`config.mk`:
```
export PLATFORM = sky130hd
export DESIGN_NAME = buffered_uart_fifo_engine_core
export DESIGN_NICKNAME = d
export VERILOG_FILES = /design/src/bufe_pkg.sv /design/src/buffered_uart_fifo_engine_core.sv /design/src/bufe_ctrl.sv /design/src/bufe_dpath.sv
export SDC_FILE = /design/constraint.sdc
export NUM_CORES = 1
export LEC_CHECK = 0
export ABC_AREA = 1
export BUFFER_PORTS_ARGS = -buffer_cell sky130_fd_sc_hd__buf_2
export CORE_MARGIN = 1.5
export CORE_UTILIZATION = 35
export CTS_CLUSTER_DIAMETER = 60
export CTS_CLUSTER_SIZE = 24
export DETAILED_ROUTE_END_ITERATION = 8
export SYNTH_ARGS = -nofsm -noshare
export SYNTH_HDL_FRONTEND = slang
export SYNTH_HIERARCHICAL = 1
export SYNTH_SLANG_ARGS = --single-unit
```
`constraint.sdc`:
```
create_clock -name clk -period 5 [get_ports clk]
set_input_delay 0.25 -clock clk [delete_from_list [all_inputs] [get_ports clk]]
set_output_delay 0.25 -clock clk [all_outputs]
set_load 0.05 [all_outputs]
```
`src/bufe_pkg.sv`:
```
// Shared types and codes for the buffered serial port FIFO engine.
package bufe_pkg;

  // Request function codes.
  localparam logic [2:0] FN_HOST_WR  = 3'd0;
  localparam logic [2:0] FN_HOST_RD  = 3'd1;
  localparam logic [2:0] FN_LINE_RX  = 3'd2;
  localparam logic [2:0] FN_TX_READY = 3'd3;
  localparam logic [2:0] FN_DMA_GO   = 3'd4;
  localparam logic [2:0] FN_DMA_DONE = 3'd5;

  // Result status codes.
  localparam logic [2:0] STS_OK      = 3'd0;
  localparam logic [2:0] STS_BUSY    = 3'd1;
  localparam logic [2:0] STS_FULL    = 3'd2;
  localparam logic [2:0] STS_EMPTY   = 3'd3;
  localparam logic [2:0] STS_INVALID = 3'd4;

  // Event codes.
  localparam logic [1:0] EV_NONE    = 2'd0;
  localparam logic [1:0] EV_RX_RDY  = 2'd1;
  localparam logic [1:0] EV_ERROR   = 2'd2;
  localparam logic [1:0] EV_TX_DONE = 2'd3;

  // Source of the returned byte.
  localparam logic [1:0] SRC_NONE = 2'd0;
  localparam logic [1:0] SRC_TX   = 2'd1;
  localparam logic [1:0] SRC_RX   = 2'd2;

  // Commands from the controller to the datapath.
  typedef struct packed {
    logic accept;
    logic load;
  } cmd_t;

  // Status from the datapath to the controller.
  typedef struct packed {
    logic out_valid;
  } sts_t;

endpackage

```
`src/buffered_uart_fifo_engine_core.sv`:
```
// Top level of the buffered serial port FIFO engine.
//
// The block keeps the transmit and receive rings of a serial port. Each
// request on the input channel (in_valid/in_ready) carries one event: a host
// write or read, a received line byte, a transmitter-ready tick, a DMA start
// or a DMA completion. Every request yields exactly one result on the output
// channel (out_valid/out_ready), carrying the status, any popped byte, an
// event code and the error counter and flags as they stand after the event.
// The single configuration register, dma_attached, is written through
// cfg_wr_en/cfg_wr_data at any clock edge with no wait state.
// A request's state updates and the ring reads happen at the edge that
// accepts it; the controller then moves to its load state and loads the
// result into the output register as soon as that register is free or
// being taken. The block handles one request at a time and takes no new one
// until the last result has been loaded into the output register.
// When the receiver stalls, the finished result waits in the output register
// and the block still accepts the next request; that request's result then
// waits until the output register is taken. A synchronous active-low reset
// empties both rings, clears the flags, the error counter and dma_attached,
// and leaves no result pending; ring contents are not cleared.
module buffered_uart_fifo_engine_core #(
  parameter int TX_DEPTH = 64,
  parameter int RX_DEPTH = 64
) (
  input  logic        clk,
  input  logic        rst_n,
  input  logic        cfg_wr_en,
  input  logic        cfg_wr_data,
  input  logic        in_valid,
  output logic        in_ready,
  input  logic [2:0]  in_func,
  input  logic [7:0]  in_data_in,
  input  logic [15:0] in_dma_length,
  input  logic        in_dma_refused,
  input  logic        in_dma_ok,
  output logic        out_valid,
  input  logic        out_ready,
  output logic [2:0]  out_status,
  output logic [7:0]  out_data_out,
  output logic        out_line_byte_valid,
  output logic [1:0]  out_event_code,
  output logic [31:0] out_errors_seen,
  output logic        out_tx_draining,
  output logic        out_dma_busy
);
  import bufe_pkg::*;

  // Commands and status between the controller and the datapath.
  cmd_t cmd;
  sts_t sts;

  // The controller decides when a request is taken and when its result is
  // moved into the output register.
  bufe_ctrl u_ctrl (
    .clk       (clk),
    .rst_n     (rst_n),
    .in_valid  (in_valid),
    .in_ready  (in_ready),
    .out_ready (out_ready),
    .sts       (sts),
    .cmd       (cmd)
  );

  // The datapath holds the rings, the flags, the error counter and the
  // result register.
  bufe_dpath #(
    .TX_DEPTH (TX_DEPTH),
    .RX_DEPTH (RX_DEPTH)
  ) u_dpath (
    .clk                 (clk),
    .rst_n               (rst_n),
    .cmd                 (cmd),
    .sts                 (sts),
    .cfg_wr_en           (cfg_wr_en),
    .cfg_wr_data         (cfg_wr_data),
    .in_func             (in_func),
    .in_data_in          (in_data_in),
    .in_dma_length       (in_dma_length),
    .in_dma_refused      (in_dma_refused),
    .in_dma_ok           (in_dma_ok),
    .out_ready           (out_ready),
    .out_valid           (out_valid),
    .out_status          (out_status),
    .out_data_out        (out_data_out),
    .out_line_byte_valid (out_line_byte_valid),
    .out_event_code      (out_event_code),
    .out_errors_seen     (out_errors_seen),
    .out_tx_draining     (out_tx_draining),
    .out_dma_busy        (out_dma_busy)
  );

endmodule

```
`src/bufe_ctrl.sv`:
```
// Controller state machine: request acceptance and result hand-off.
module bufe_ctrl (
  input  logic           clk,
  input  logic           rst_n,
  input  logic           in_valid,
  output logic           in_ready,
  input  logic           out_ready,
  input  bufe_pkg::sts_t sts,
  output bufe_pkg::cmd_t cmd
);
  import bufe_pkg::*;

  localparam logic S_IDLE = 1'b0;
  localparam logic S_LOAD = 1'b1;

  logic state_r;
  logic state_nxt;

  assign in_ready   = (state_r == S_IDLE);
  assign cmd.accept = in_valid && in_ready;
  assign cmd.load   = (state_r == S_LOAD) && (!sts.out_valid || out_ready);

  always_comb begin
    state_nxt = state_r;
    case (state_r)
      S_IDLE: begin
        if (cmd.accept) state_nxt = S_LOAD;
      end
      S_LOAD: begin
        if (cmd.load) state_nxt = S_IDLE;
      end
      default: state_nxt = S_IDLE;
    endcase
  end

  always_ff @(posedge clk) begin
    if (!rst_n) begin
      state_r <= S_IDLE;
    end else begin
      state_r <= state_nxt;
    end
  end

endmodule

```
`src/bufe_dpath.sv`:
```
// Datapath: both rings, flags, error counter and the result register.
module bufe_dpath #(
  parameter int TX_DEPTH = 64,
  parameter int RX_DEPTH = 64
) (
  input  logic           clk,
  input  logic           rst_n,
  input  bufe_pkg::cmd_t cmd,
  output bufe_pkg::sts_t sts,
  input  logic           cfg_wr_en,
  input  logic           cfg_wr_data,
  input  logic [2:0]     in_func,
  input  logic [7:0]     in_data_in,
  input  logic [15:0]    in_dma_length,
  input  logic           in_dma_refused,
  input  logic           in_dma_ok,
  input  logic           out_ready,
  output logic           out_valid,
  output logic [2:0]     out_status,
  output logic [7:0]     out_data_out,
  output logic           out_line_byte_valid,
  output logic [1:0]     out_event_code,
  output logic [31:0]    out_errors_seen,
  output logic           out_tx_draining,
  output logic           out_dma_busy
);
  import bufe_pkg::*;

  localparam int TXW = $clog2(TX_DEPTH);
  localparam int RXW = $clog2(RX_DEPTH);
  localparam logic [TXW-1:0] TX_LAST = TXW'(TX_DEPTH - 1);
  localparam logic [RXW-1:0] RX_LAST = RXW'(RX_DEPTH - 1);

  logic [7:0] tx_mem [TX_DEPTH];
  logic [7:0] rx_mem [RX_DEPTH];

  logic [TXW-1:0] tx_wr_r, tx_wr_nxt, tx_rd_r, tx_rd_nxt, tx_wr_inc, tx_rd_inc;
  logic [RXW-1:0] rx_wr_r, rx_wr_nxt, rx_rd_r, rx_rd_nxt, rx_wr_inc, rx_rd_inc;
  logic           drain_r, drain_nxt;
  logic           dma_run_r, dma_run_nxt;
  logic [31:0]    err_r, err_nxt;
  logic           attached_r;
  logic           tx_we, rx_we;
  logic           tx_empty, tx_full, rx_empty, rx_full;

  // Pending result held between acceptance and hand-off.
  logic [2:0] p_status_r, p_status_nxt;
  logic [1:0] p_src_r, p_src_nxt;
  logic       p_line_r, p_line_nxt;
  logic [1:0] p_event_r, p_event_nxt;
  logic [7:0] tx_rdata_r, rx_rdata_r;
  logic [7:0] sel_data;

  logic out_valid_r, out_valid_nxt;

  assign tx_wr_inc = (tx_wr_r == TX_LAST) ? '0 : tx_wr_r + 1'b1;
  assign tx_rd_inc = (tx_rd_r == TX_LAST) ? '0 : tx_rd_r + 1'b1;
  assign rx_wr_inc = (rx_wr_r == RX_LAST) ? '0 : rx_wr_r + 1'b1;
  assign rx_rd_inc = (rx_rd_r == RX_LAST) ? '0 : rx_rd_r + 1'b1;

  assign tx_empty = (tx_wr_r == tx_rd_r);
  assign tx_full  = (tx_wr_inc == tx_rd_r);
  assign rx_empty = (rx_wr_r == rx_rd_r);
  assign rx_full  = (rx_wr_inc == rx_rd_r);

  always_comb begin
    tx_wr_nxt    = tx_wr_r;
    tx_rd_nxt    = tx_rd_r;
    rx_wr_nxt    = rx_wr_r;
    rx_rd_nxt    = rx_rd_r;
    drain_nxt    = drain_r;
    dma_run_nxt  = dma_run_r;
    err_nxt      = err_r;
    tx_we        = 1'b0;
    rx_we        = 1'b0;
    p_status_nxt = STS_OK;
    p_src_nxt    = SRC_NONE;
    p_line_nxt   = 1'b0;
    p_event_nxt  = EV_NONE;
    case (in_func)
      FN_HOST_WR: begin
        if (dma_run_r) begin
          p_status_nxt = STS_BUSY;
        end else if (tx_full) begin
          p_status_nxt = STS_FULL;
        end else begin
          tx_we     = 1'b1;
          tx_wr_nxt = tx_wr_inc;
          drain_nxt = 1'b1;
        end
      end
      FN_HOST_RD: begin
        if (rx_empty) begin
          p_status_nxt = STS_EMPTY;
        end else begin
          p_src_nxt = SRC_RX;
          rx_rd_nxt = rx_rd_inc;
        end
      end
      FN_LINE_RX: begin
        if (!rx_full) begin
          rx_we       = 1'b1;
          rx_wr_nxt   = rx_wr_inc;
          p_event_nxt = EV_RX_RDY;
        end else begin
          err_nxt     = err_r + 32'd1;
          p_event_nxt = EV_ERROR;
        end
      end
      FN_TX_READY: begin
        if (drain_r) begin
          if (!tx_empty) begin
            p_src_nxt  = SRC_TX;
            tx_rd_nxt  = tx_rd_inc;
            p_line_nxt = 1'b1;
          end else begin
            drain_nxt   = 1'b0;
            p_event_nxt = EV_TX_DONE;
          end
        end
      end
      FN_DMA_GO: begin
        if (in_dma_length == 16'd0 || !attached_r) begin
          p_status_nxt = STS_INVALID;
        end else if (dma_run_r || drain_r || !tx_empty) begin
          p_status_nxt = STS_BUSY;
        end else begin
          drain_nxt = 1'b0;
          if (in_dma_refused) begin
            p_status_nxt = STS_BUSY;
          end else begin
            dma_run_nxt = 1'b1;
          end
        end
      end
      FN_DMA_DONE: begin
        dma_run_nxt = 1'b0;
        if (in_dma_ok) begin
          p_event_nxt = EV_TX_DONE;
        end else begin
          err_nxt     = err_r + 32'd1;
          p_event_nxt = EV_ERROR;
        end
      end
      default: p_status_nxt = STS_INVALID;
    endcase
  end

  // Ring storage: one write and one registered read per ring per request.
  always_ff @(posedge clk) begin
    if (cmd.accept) begin
      if (tx_we) tx_mem[tx_wr_r] <= in_data_in;
      tx_rdata_r <= tx_mem[tx_rd_r];
    end
  end

  always_ff @(posedge clk) begin
    if (cmd.accept) begin
      if (rx_we) rx_mem[rx_wr_r] <= in_data_in;
      rx_rdata_r <= rx_mem[rx_rd_r];
    end
  end

  always_ff @(posedge clk) begin
    if (!rst_n) begin
      tx_wr_r    <= '0;
      tx_rd_r    <= '0;
      rx_wr_r    <= '0;
      rx_rd_r    <= '0;
      drain_r    <= 1'b0;
      dma_run_r  <= 1'b0;
      err_r      <= '0;
      attached_r <= 1'b0;
    end else begin
      if (cfg_wr_en) attached_r <= cfg_wr_data;
      if (cmd.accept) begin
        tx_wr_r   <= tx_wr_nxt;
        tx_rd_r   <= tx_rd_nxt;
        rx_wr_r   <= rx_wr_nxt;
        rx_rd_r   <= rx_rd_nxt;
        drain_r   <= drain_nxt;
        dma_run_r <= dma_run_nxt;
        err_r     <= err_nxt;
      end
    end
  end

  always_ff @(posedge clk) begin
    if (cmd.accept) begin
      p_status_r <= p_status_nxt;
      p_src_r    <= p_src_nxt;
      p_line_r   <= p_line_nxt;
      p_event_r  <= p_event_nxt;
    end
  end

  always_comb begin
    case (p_src_r)
      SRC_TX:  sel_data = tx_rdata_r;
      SRC_RX:  sel_data = rx_rdata_r;
      default: sel_data = 8'd0;
    endcase
  end

  // Result register.
  assign out_valid_nxt = cmd.load ? 1'b1 : (out_ready ? 1'b0 : out_valid_r);

  always_ff @(posedge clk) begin
    if (!rst_n) begin
      out_valid_r <= 1'b0;
    end else begin
      out_valid_r <= out_valid_nxt;
    end
  end

  always_ff @(posedge clk) begin
    if (cmd.load) begin
      out_status          <= p_status_r;
      out_data_out        <= sel_data;
      out_line_byte_valid <= p_line_r;
      out_event_code      <= p_event_r;
      out_errors_seen     <= err_r;
      out_tx_draining     <= drain_r;
      out_dma_busy        <= dma_run_r;
    end
  end

  assign out_valid     = out_valid_r;
  assign sts.out_valid = out_valid_r;

endmodule

```
; ---- After elaboration in Yosys (flattened, before gate mapping)
; Memory sizes are Yosys's and may differ from the RTL's. A register that Yosys moved wholly into a read port is not among the register bits.
; Index checks and enable logic that the tools add are counted.
[word_totals]
register_bits = 117
ramBits = 1024
output_inout_bits = 50
word_cells = 130
n_memories = 2
[mem_list]
columns = memory, words, word_bits, read_ports, rd_clocked_by_memory_dff, wr, line_no
row1 = u_dpath.rx_mem, 64, 8, 1, 1, 1, bufe_dpath.sv:35  ; logic [7:0] rx_mem [RX_DEPTH];
row2 = u_dpath.tx_mem, 64, 8, 1, 1, 1, bufe_dpath.sv:34  ; logic [7:0] tx_mem [TX_DEPTH];
[classes]
n_addsub = 5
eq_ne = 22
n_mux = 51
n_bitwise = 6
reduce_logical = 23
[op_table]
columns = op, n
row1 = $mux W32, 2
row2 = $pmux W32 S2, 1
row3 = $add A32 B1 Y32 const B, 1
row4 = $mux W1, 27
row5 = $add A6 B1 Y6 const B, 4
row6 = $eq A6 B6 Y1, 4
row7 = $eq A6 B6 Y1 const B, 4
row8 = $mux W6, 4
row9 = $logic_not A16 Y1, 1
row10 = $pmux W8 S2, 1
row11 = $mux W2, 7
row12 = $ne A2 B2 Y1 const B, 6
row13 = $pmux W3 S4, 1
row14 = $reduce_and A4 Y1, 3
row15 = $mux W3, 3
row16 = $eq A3 B2 Y1 const B, 2
row17 = $eq A3 B3 Y1 const B, 2
row18 = $not A1 Y1, 6
row19 = $pmux W2 S3, 1
row20 = $reduce_and A3 Y1, 2
row21 = $reduce_and A6 Y1, 1
row22 = $reduce_bool A2 Y1, 3
row23 = $reduce_and A5 Y1, 1
row24 = $logic_or A1 B1 Y1, 4
row25 = 12 further kinds, 16

; ---- Longest topological paths before layout
; Gate-level depths: netlist of the first run.
[logic_depth]
depth_word = 9
ltp_mapped = 15

; ---- By module
; Netlist of the first run, hierarchy kept.
[modules_own_cells]
columns = module, n_inst, cells_per_inst, area_each_um2, seq_area_each_um2
row1 = bufe_dpath, 1, 3808, 46434.5, 34112.7
row2 = bufe_ctrl, 1, 8, 52.6, 20.0

; ---- Least setup slack after synthesis of the first run
; Ideal clock, no wire load.
[synth_path]
path_kind = reg-to-reg
from = reg u_ctrl.state_r
to = mem u_dpath.tx_mem[10][0] (enable)
t_arrival_ns = 3.075
t_required_ns = 4.630
path_slack_ns = 1.555
stages_incl_launch_ff = 8
n_path_buf = 0
synth_period_minus_slack_ns = 3.445
path_cell_list = dfxtp_1 nor2_1 inv_1 nor3_2 nand2_4 nor2_4 nand2_2 nor2_1
[synth_rtl]
columns = element, line_no
row1 = from (decl), bufe_ctrl.sv:16  ; logic state_r;
row2 = from (signal assigned), bufe_ctrl.sv:40  ; state_r <= state_nxt;
row3 = to (decl), bufe_dpath.sv:34

; ---- Worst setup path in the final report of the first run
[layout_path]
from = reg u_dpath.rx_wr_r[0]
to = mem u_dpath.rx_mem[59][2] (enable)
[layout_via]
elab_chain_cells = 8
elab_cells_between_ends = 9
classes_between = add/sub: 1 / eq/ne: 2 / mux: 6
[layout_rtl]
columns = element, line_no
row1 = from (decl), bufe_dpath.sv:38  ; logic [RXW-1:0] rx_wr_r, rx_wr_nxt, rx_rd_r, rx_rd_nxt, rx_wr_inc, rx_rd_inc;
row2 = from (signal assigned), bufe_dpath.sv:179  ; rx_wr_r <= rx_wr_nxt;
row3 = $add A6 B1 Y6 or $eq A6 B6 Y1 (tied branches), bufe_dpath.sv:58  ; assign rx_wr_inc = (rx_wr_r == RX_LAST) ? '0 : rx_wr_r + 1'b1;
row4 = $mux W6, bufe_dpath.sv:58
row5 = $eq A6 B6 Y1, bufe_dpath.sv:64  ; assign rx_full = (rx_wr_inc == rx_rd_r);
row6 = $mux W1, bufe_dpath.sv:101  ; if (!rx_full) begin
row7 = $mux W1, bufe_dpath.sv:80  ; case (in_func)
row8 = $mux W1, bufe_dpath.sv:159  ; if (rx_we) rx_mem[rx_wr_r] <= in_data_in;
row9 = $mux W1, bufe_dpath.sv:158  ; if (cmd.accept) begin
row10 = $mux W1 (not written as such), bufe_dpath.sv:159
row11 = to (decl), bufe_dpath.sv:35
; Several ways; a longest one is shown, not always the timed one.

==> results of run 1 <==
[stage by stage]
step / utilization (%) / power [mW]
after global routing: 38.6 / 17.7
after floorplan: - / 11.1
after detailed placement: 36.9 / 11.4
after CTS: 38.6 / 17.3
final: 38.6 / 17.2
after global placement: 36.9 / 11.4
[power groups by stage]
stage / clock network (mW) / registers (mW) / logic [mW]
2_1_floorplan: 0 / 10.9 / 0.153
3_5_place_dp: 0 / 10.9 / 0.526
5_1_grt: 6.48 / 10.7 / 0.560
3_3_place_gp: 0 / 10.9 / 0.526
4_1_cts: 6.16 / 10.7 / 0.530
6_report: 6.05 / 10.7 / 0.526
[cell usage in the layout (no fill, tap or decap), drive strengths merged]
cell         synthesis  layout
a21oi               83      83
and3                 2       2
buf                 47     123
bufinv               0       3
clkbuf             186      82
clkinv              10      20
clkinvlp             0       4
dfxtp               61      61
diode                0       1
dlygate4sd3          0       6
edfxtp            1096    1096
ha                   7       7
inv                 87      99
nand2              349     349
nand3              191     191
nand3b               2       2
nand4               35      35
nor2               808     808
nor3                16      16
nor4                 5       5
o211ai              67      67
o21a                 1       1
o21ai              540     540
o221ai              63      63
o22ai              148     148
o31ai                1       1
xnor2                1       1
xor2                10      10
[critical path, cell delays in order, from the launching register on]
cell	delay, ps
dfxtp_1	540
nand3_2	480
nor2_1	240
nor2_1	90
nand3_1	70
nand2_1	80
nand3_1	150
nand3_4	180
nor2_4	220
nand2_1	390
nor2_1	660
[timing repair]
action | in CTS | in global routing
hold endpoints to repair | 5 | 0
setup endpoints to repair | 0 | 0
hold buffers | 6 | 0
[per-layer routing]
layer / up-vias / share of wire [%] / track usage [%]
li1: 13800 / - / -
met2: 1430 / 46 / 28.3
met1: 15100 / 43 / 25.0
met5: - / 0 / 0
met4: 0 / 2.8 / 5.59
met3: 195 / 7.9 / 2.16
[worst max-delay path by stage]
stage,end,slack (ps),depth (start not counted)
2_1_floorplan,u_dpath/tx_mem[10][0],1550,7
3_3_place_gp,u_dpath/rx_mem[57][2],1550,10
3_5_place_dp,u_dpath/rx_mem[59][4],1620,10
4_1_cts,u_dpath/rx_mem[57][0],1610,10
5_1_grt,u_dpath/rx_mem[57][0],1360,10
6_report,u_dpath/rx_mem[59][2],1530,10
[state kept, by name (all words and copies together) (netlist names), 8 cells and up]
signal / count
u_dpath/err_r: 32
u_dpath/out_data_out: 8
u_dpath/out_errors_seen: 32
u_dpath/rx_mem: 512
u_dpath/rx_rdata_r: 8
u_dpath/tx_mem: 512
u_dpath/tx_rdata_r: 8
[cell families after synthesis]
family | after synthesis
simple gates | 1408
flops | 1157
compound gates | 903
buf+inv | 330
xor+xnor | 11
fa+ha+maj | 7
[synth_stat cells (all sizes together)]
cell type     n  area share, %
nand2       349            2.9
nor3         16           0.18
buf          47           0.48
o211ai       67            1.1
o22ai       148            2.0
ha            7           0.19
a21oi        83           0.90
nor2        808            6.6
nand3       191            2.1
nor4          5          0.067
dfxtp        61            2.6
and3          2          0.027
o21a          1          0.016
nand4        35           0.47
xnor2         1          0.019
o21ai       540            5.8
clkbuf      186            1.5
nand3b        2          0.032
o31ai         1          0.016
inv          87           0.70
xor2         10           0.19
edfxtp     1096             71
clkinv       10          0.081
o221ai       63            1.2
[layout make-up]
| type | instances | area (um2) |
|---|---|---|
| inverter | 97 | 374 |
| fill | 12400 | 80800 |
| tap | 1755 | 2200 |
| sequential | 1157 | 34200 |
| clock buffer | 82 | 1830 |
| clock inverter | 29 | 353 |
| multi-input combinational | 2329 | 11100 |
| antenna | 1 | 2.50 |
| timing repair buffer | 129 | 881 |
==> out/results.ini, run 1 <==
[outcome]
status = complete, no violations

[synthesis]
ys_seq_area_share_pct = 73.4
synthSimpleGateAreaFrac_pct = 12.4
synth-compound-area-share_pct = 11.0
avgSynthCellArea_um2 = 12.2
synthAdderAreaFrac_pct = 0.188
syn_nets = 3858
muxShareOfSynthArea_pct = 0
synth_top_family_by_area = simple AND/OR/NAND/NOR gates
ys_ff_latch = 1157
yosys_warnings = 6
synth-xor-area-share_pct = 0.207
synth_area_um2 = 46500
synth_cell_types = 37
synthCells = 3816

[power_and_ir_drop]
clkPwrFrac_pct = 35.1
p_sw_share_pct = 21.3
comb_power_share_pct = 3.1
peakVddDrop_v = 0.000265
p_sw_mw = 3.66
p_per_area_nw_per_um2 = 339
pwr-share-seq_pct = 61.8
power_leakage_nw = 16.2
p_int_mw = 13.6

[hold_path]
hold_depth = 4
worstHoldEndpoint = u_dpath/dma_run_r
hp-class = in2reg
hp-start = in_func[0]

[route]
drt-total-wl_um = 124000
viasPerCell = 5.48
post-route-drc-count = 0
drt_iter0_markers = 4162
first_pass_iters = 6
wl_per_cell_um = 22.2
vias = 30600
postRouteAntennaNets = 0

[timing]
post-route-period-util_pct = 69.4
fin_ws_ps = 1530
setup_viol = 0
hold_viol_final = 0
slew_viol_final = 0
period_minus_slack_ps = 3470
relSlewSlack_pct = 20.5
fmax_mhz = 288
rsz0062_at_grt = false
tightest_slew_ps = 1190
fin_setup_tns_ps = 0
hold_ws_ps = 32.2
fin_skew_ps = 47.2

[floorplanning]
die_area_um2 = 135000
floorplan.core_area_um2 = 132000
die_h_um = 367
pin_count = 85
num_rows = 133
initial_core_util_pct = 35.3
die_w_um = 367

[grt]
grt_pass1_vias = 28300
grt_max_degree = 260
antenna_found_initial = 4
globalRouteTotalUtil_pct = 17.7
grt_pass1_wl_um = 182000
grt_overflow = 0

[critical_path]
cp_max_fo = 10
required_ps = 5280
crit_path_start_kind = register
reg2reg_to = u_dpath/rx_mem[59][2]
path_class = reg2reg
ff2ff_setup_slack_ps = 1530
arrival_ps = 3750
cp-startpoint = u_dpath/rx_wr_r[0]
r2r_cells = 10
r2r_start = u_dpath/rx_wr_r[0]
worst_setup_path_end_kind = register

[placement]
dp.cells = 5461
post-place-ws_ps = 1620
dp_hpwl_um = 73300
dpl_cell_area_um2 = 48600
gp_congestion = 0.884
port_buffers = 84

[clock_tree]
cts_tree = done
cts.sinks = 1157
htreeDepth = 3
clockBufferDepth = 3
post-cts-setup-buffers = 0
cts_made_buffers = 66
cts.clk_slew.worst_paths_ps = 90
ctsResizeCount = 0
clk_latency_ps = 660
root_buffer = clkbuf_16

[run]
cap_viol_max_count = 0

[finish]
stdcell_area_um2 = 50900
num-nets-final = 3822
area_delta_synth_final_pct = 9.43
drive_gt1_share_pct = 6.85
layoutNonFillerInstCount = 5579

(Power assumes the default switching activity.)
==> inputs of run 2 (changes only) <==
- ABC_AREA: 1 -> 0
- clock period: 5 -> 3.5 ns (I/O delays scaled with it)
==> out/results.ini, run 2 <==
[outcome]
status = complete, no violations  ; unchanged

[floorplanning]
num_rows = 132  ; was 133
initial_core_util_pct = 35.2  ; was 35.3%
die_h_um = 364  ; was 367 um
floorplan.core_area_um2 = 129000  ; was 132,000 um2
die_w_um = 364  ; was 367 um
pin_count = 85  ; unchanged
die_area_um2 = 132000  ; was 135,000 um2

[grt]
grt_overflow = 0  ; unchanged
antenna_found_initial = 8  ; was 4
grt_max_degree = 89  ; was 260
grt_pass1_vias = 22600  ; was 28,300
grt_pass1_wl_um = 156000  ; was 182,000 um
globalRouteTotalUtil_pct = 16.1  ; was 17.7%

[clock_tree]
clk_latency_ps = 680  ; was 660 ps
cts.sinks = 1157  ; unchanged
root_buffer = clkbuf_16  ; unchanged
cts_tree = done  ; unchanged
htreeDepth = 3  ; unchanged
post-cts-setup-buffers = 0  ; unchanged
cts.clk_slew.worst_paths_ps = 90  ; about the same
cts_made_buffers = 89  ; was 66
clockBufferDepth = 3  ; unchanged

[synthesis]
synthCells = 2198  ; was 3,816
synth_cell_types = 71  ; was 37
synth-edff-count = 1096  ; unchanged
syn_nets = 2240  ; was 3,858
synth_top_area_cell = edfxtp_1  ; unchanged
ys.flop_type = edfxtp_1  ; unchanged
synth_area_um2 = 45500  ; was 46,500 um2
async_flop_share_pct = 0  ; unchanged
synth_most_common_cell = edfxtp_1  ; unchanged
synthTopCellsByCount = edfxtp_1, mux4_2, nor2_1  ; was edfxtp_1, nor2_1, o21ai_0
avgSynthCellArea_um2 = 20.7  ; was 12.2 um2
synth_top_area_share_pct = 72.3  ; was 70.8%
yosys_warnings = 6  ; unchanged
ys_ff_latch = 1157  ; unchanged
synthTopCellsByArea = edfxtp_1, mux4_2, dfxtp_1  ; was edfxtp_1, nor2_1, o21ai_0
ys_seq_area_share_pct = 75.0  ; was 73.4%

[route]
wl_per_cell_um = 25.1  ; was 22.2 um
first_pass_iters = 6  ; unchanged
viasPerCell = 5.32  ; was 5.48
post-route-drc-count = 0  ; unchanged
drt_iter0_markers = 2788  ; was 4,162
drt-total-wl_um = 106000  ; was 124,000 um
postRouteAntennaNets = 0  ; unchanged
vias = 22500  ; was 30,600

[critical_path]
crit_path_max_incr_delay_ps = 720  ; was 660 ps
arrival_ps = 3580  ; was 3750 ps
worstPathCellList = nand3_1, or2_2, o21ai_1, xnor2_1, nor3_2, or4_1, nor2_1  ; was nand3_2, nor2_1, nor2_1, nand3_1, nand2_1, nand3_1, nand3_4, nor2_4, nand2_1, nor2_1
path_class = reg2reg  ; unchanged
cp_max_fo = 14  ; was 10
worst_path_max_delay_cell = or4_1  ; was nor2_1
crit_path_start_kind = register  ; unchanged
path_delay_family = simple AND/OR/NAND/NOR gates  ; unchanged
worst_setup_path_end_kind = register  ; unchanged
critPathBufInv = 0  ; unchanged
required_ps = 3800  ; was 5280 ps

[run]
cap_viol_max_count = 0  ; unchanged

[power_and_ir_drop]
p_per_area_nw_per_um2 = 512  ; was 339 nW/um2
comb_power_share_pct = 2.0  ; was 3.1%
peakVddDrop_v = 0.000372  ; was 0.000265 V
p_sw_share_pct = 22.4  ; was 21.3%
clkPwrFrac_pct = 41.5  ; was 35.1%
p_int_mw = 20.8  ; was 13.6 mW
power_leakage_nw = 15.9  ; was 16.2 nW
p_sw_mw = 6.00  ; was 3.66 mW
pwr-share-seq_pct = 56.5  ; was 61.8%
finalPower_mw = 26.8  ; was 17.2 mW

[timing]
relSlewSlack_pct = 35.0  ; was 20.5%
setup_viol = 0  ; unchanged
slew_viol_final = 0  ; unchanged
hold_viol_final = 0  ; unchanged
fin_skew_ps = 43.5  ; was 47.2 ps
tightest_slew_ps = 972  ; was 1190 ps
period_minus_slack_ps = 3280  ; was 3470 ps
fmax_mhz = 305  ; was 288 MHz
rsz0062_at_grt = true  ; was false
post-route-period-util_pct = 93.7  ; was 69.4%

[finish]
drive_gt1_share_pct = 31.0  ; was 6.85%
layoutNonFillerInstCount = 4234  ; was 5,579
reg_top3 = u_dpath/rx_mem: 512 flops, u_dpath/tx_mem: 512 flops  ; unchanged
num-nets-final = 2457  ; was 3,822
nFillCells = 11300  ; was 12,400
utilization_pct = 40.5  ; was 38.6%
layout_common_cells = edfxtp_1, mux4_2, nor2_1  ; was edfxtp_1, nor2_1, o21ai_0
area_delta_synth_final_pct = 15.2  ; was 9.43%
final_common_cell = edfxtp_1  ; unchanged

[placement]
dp.cells = 4053  ; was 5,461
port_buffers = 84  ; unchanged
dp_hpwl_um = 67500  ; was 73,300 um
gp_congestion = 0.842  ; was 0.884

[hold_path]
hp-class = in2reg  ; unchanged

## run 2: layout make-up
cell class	instances	area [um2]	area share, %
inverters	21	78.8	0.150
repair buffers	262	2050	3.90
flip-flops and latches	1157	34200	65.1
diodes	1	2.50	0.00477
clock inverters	71	970	1.85
clock buffers	96	2310	4.40
multi-input cells	884	10700	20.4
well taps	1742	2180	4.16
## run 2: cell families after synthesis
group                      after synthesis  share of synthesized area (%)
xor gates and xnor gates                33                          0.635
DFF                                   1157                           75.0
buffers and inverters                  157                           1.50
and+or+nand+nor                        376                           4.10
adders and majority gates                7                          0.193
AOI/OAI and AO/OA                      122                           1.77
muxes                                  346                           16.8
## run 2: power by group through the flow
stage                     logic (mW)  clock network (mW)  registers (mW)
after floorplan                0.109                   0            15.5
after global placement         0.511                   0            15.5
after detailed placement       0.531                   0            15.5
after CTS                      0.542                11.4            15.2
after global routing           0.571                11.8            15.2
final                          0.528                11.1            15.2
## run 2: worst reg2reg max path: stages, from the launching register on
cell and delay, ps:
dfxtp_1 590, nand3_1 210, or2_2 340, o21ai_1 170, xnor2_1 160, nor3_2 110, or4_1 720, nor2_1 610
## run 2: timing repair
action / in CTS / in global routing
resized for setup: 0 / 1
hold buffers: 13 / 0
endpoints found under the hold margin: 21 / 0
setup endpoints to repair: 0 / 8
## run 2: through the flow
stage | TNS (ps) | setup slack [ps] | hold WS [ps] | instance area (um2)
detailed placement | 0 | 267 | 409 | 49000
CTS | 0 | 235 | 15.6 | 52400
finish | 0 | 220 | 40.2 | 52400
global route | -24.9 | -5.47 | 62.3 | 52400
floorplan | 0 | 300 | 274 | 45500
global placement | 0 | 350 | 419 | 49000
## run 2: per-layer routing
layer	track usage [%]	vias up	wire, um
met5	0	-	57
met4	3.11	10	1690
met3	2.62	150	7570
met2	25.4	891	50500
met1	23.6	11900	46600
li1	-	9533	-
## run 2: final timing paths
check,startpoint,endpoint,slack (ps),cells after the start
worst max-delay path,u_dpath/tx_wr_r[2],u_dpath/tx_mem[5][1],220,7
worst min-delay path,in_data_in[5],u_dpath/rx_mem[8][5],40,1
worst max register to register,u_dpath/tx_wr_r[2],u_dpath/tx_mem[5][1],220,7
worst min register to register,u_dpath/p_line_r,u_dpath/out_line_byte_valid,440,0
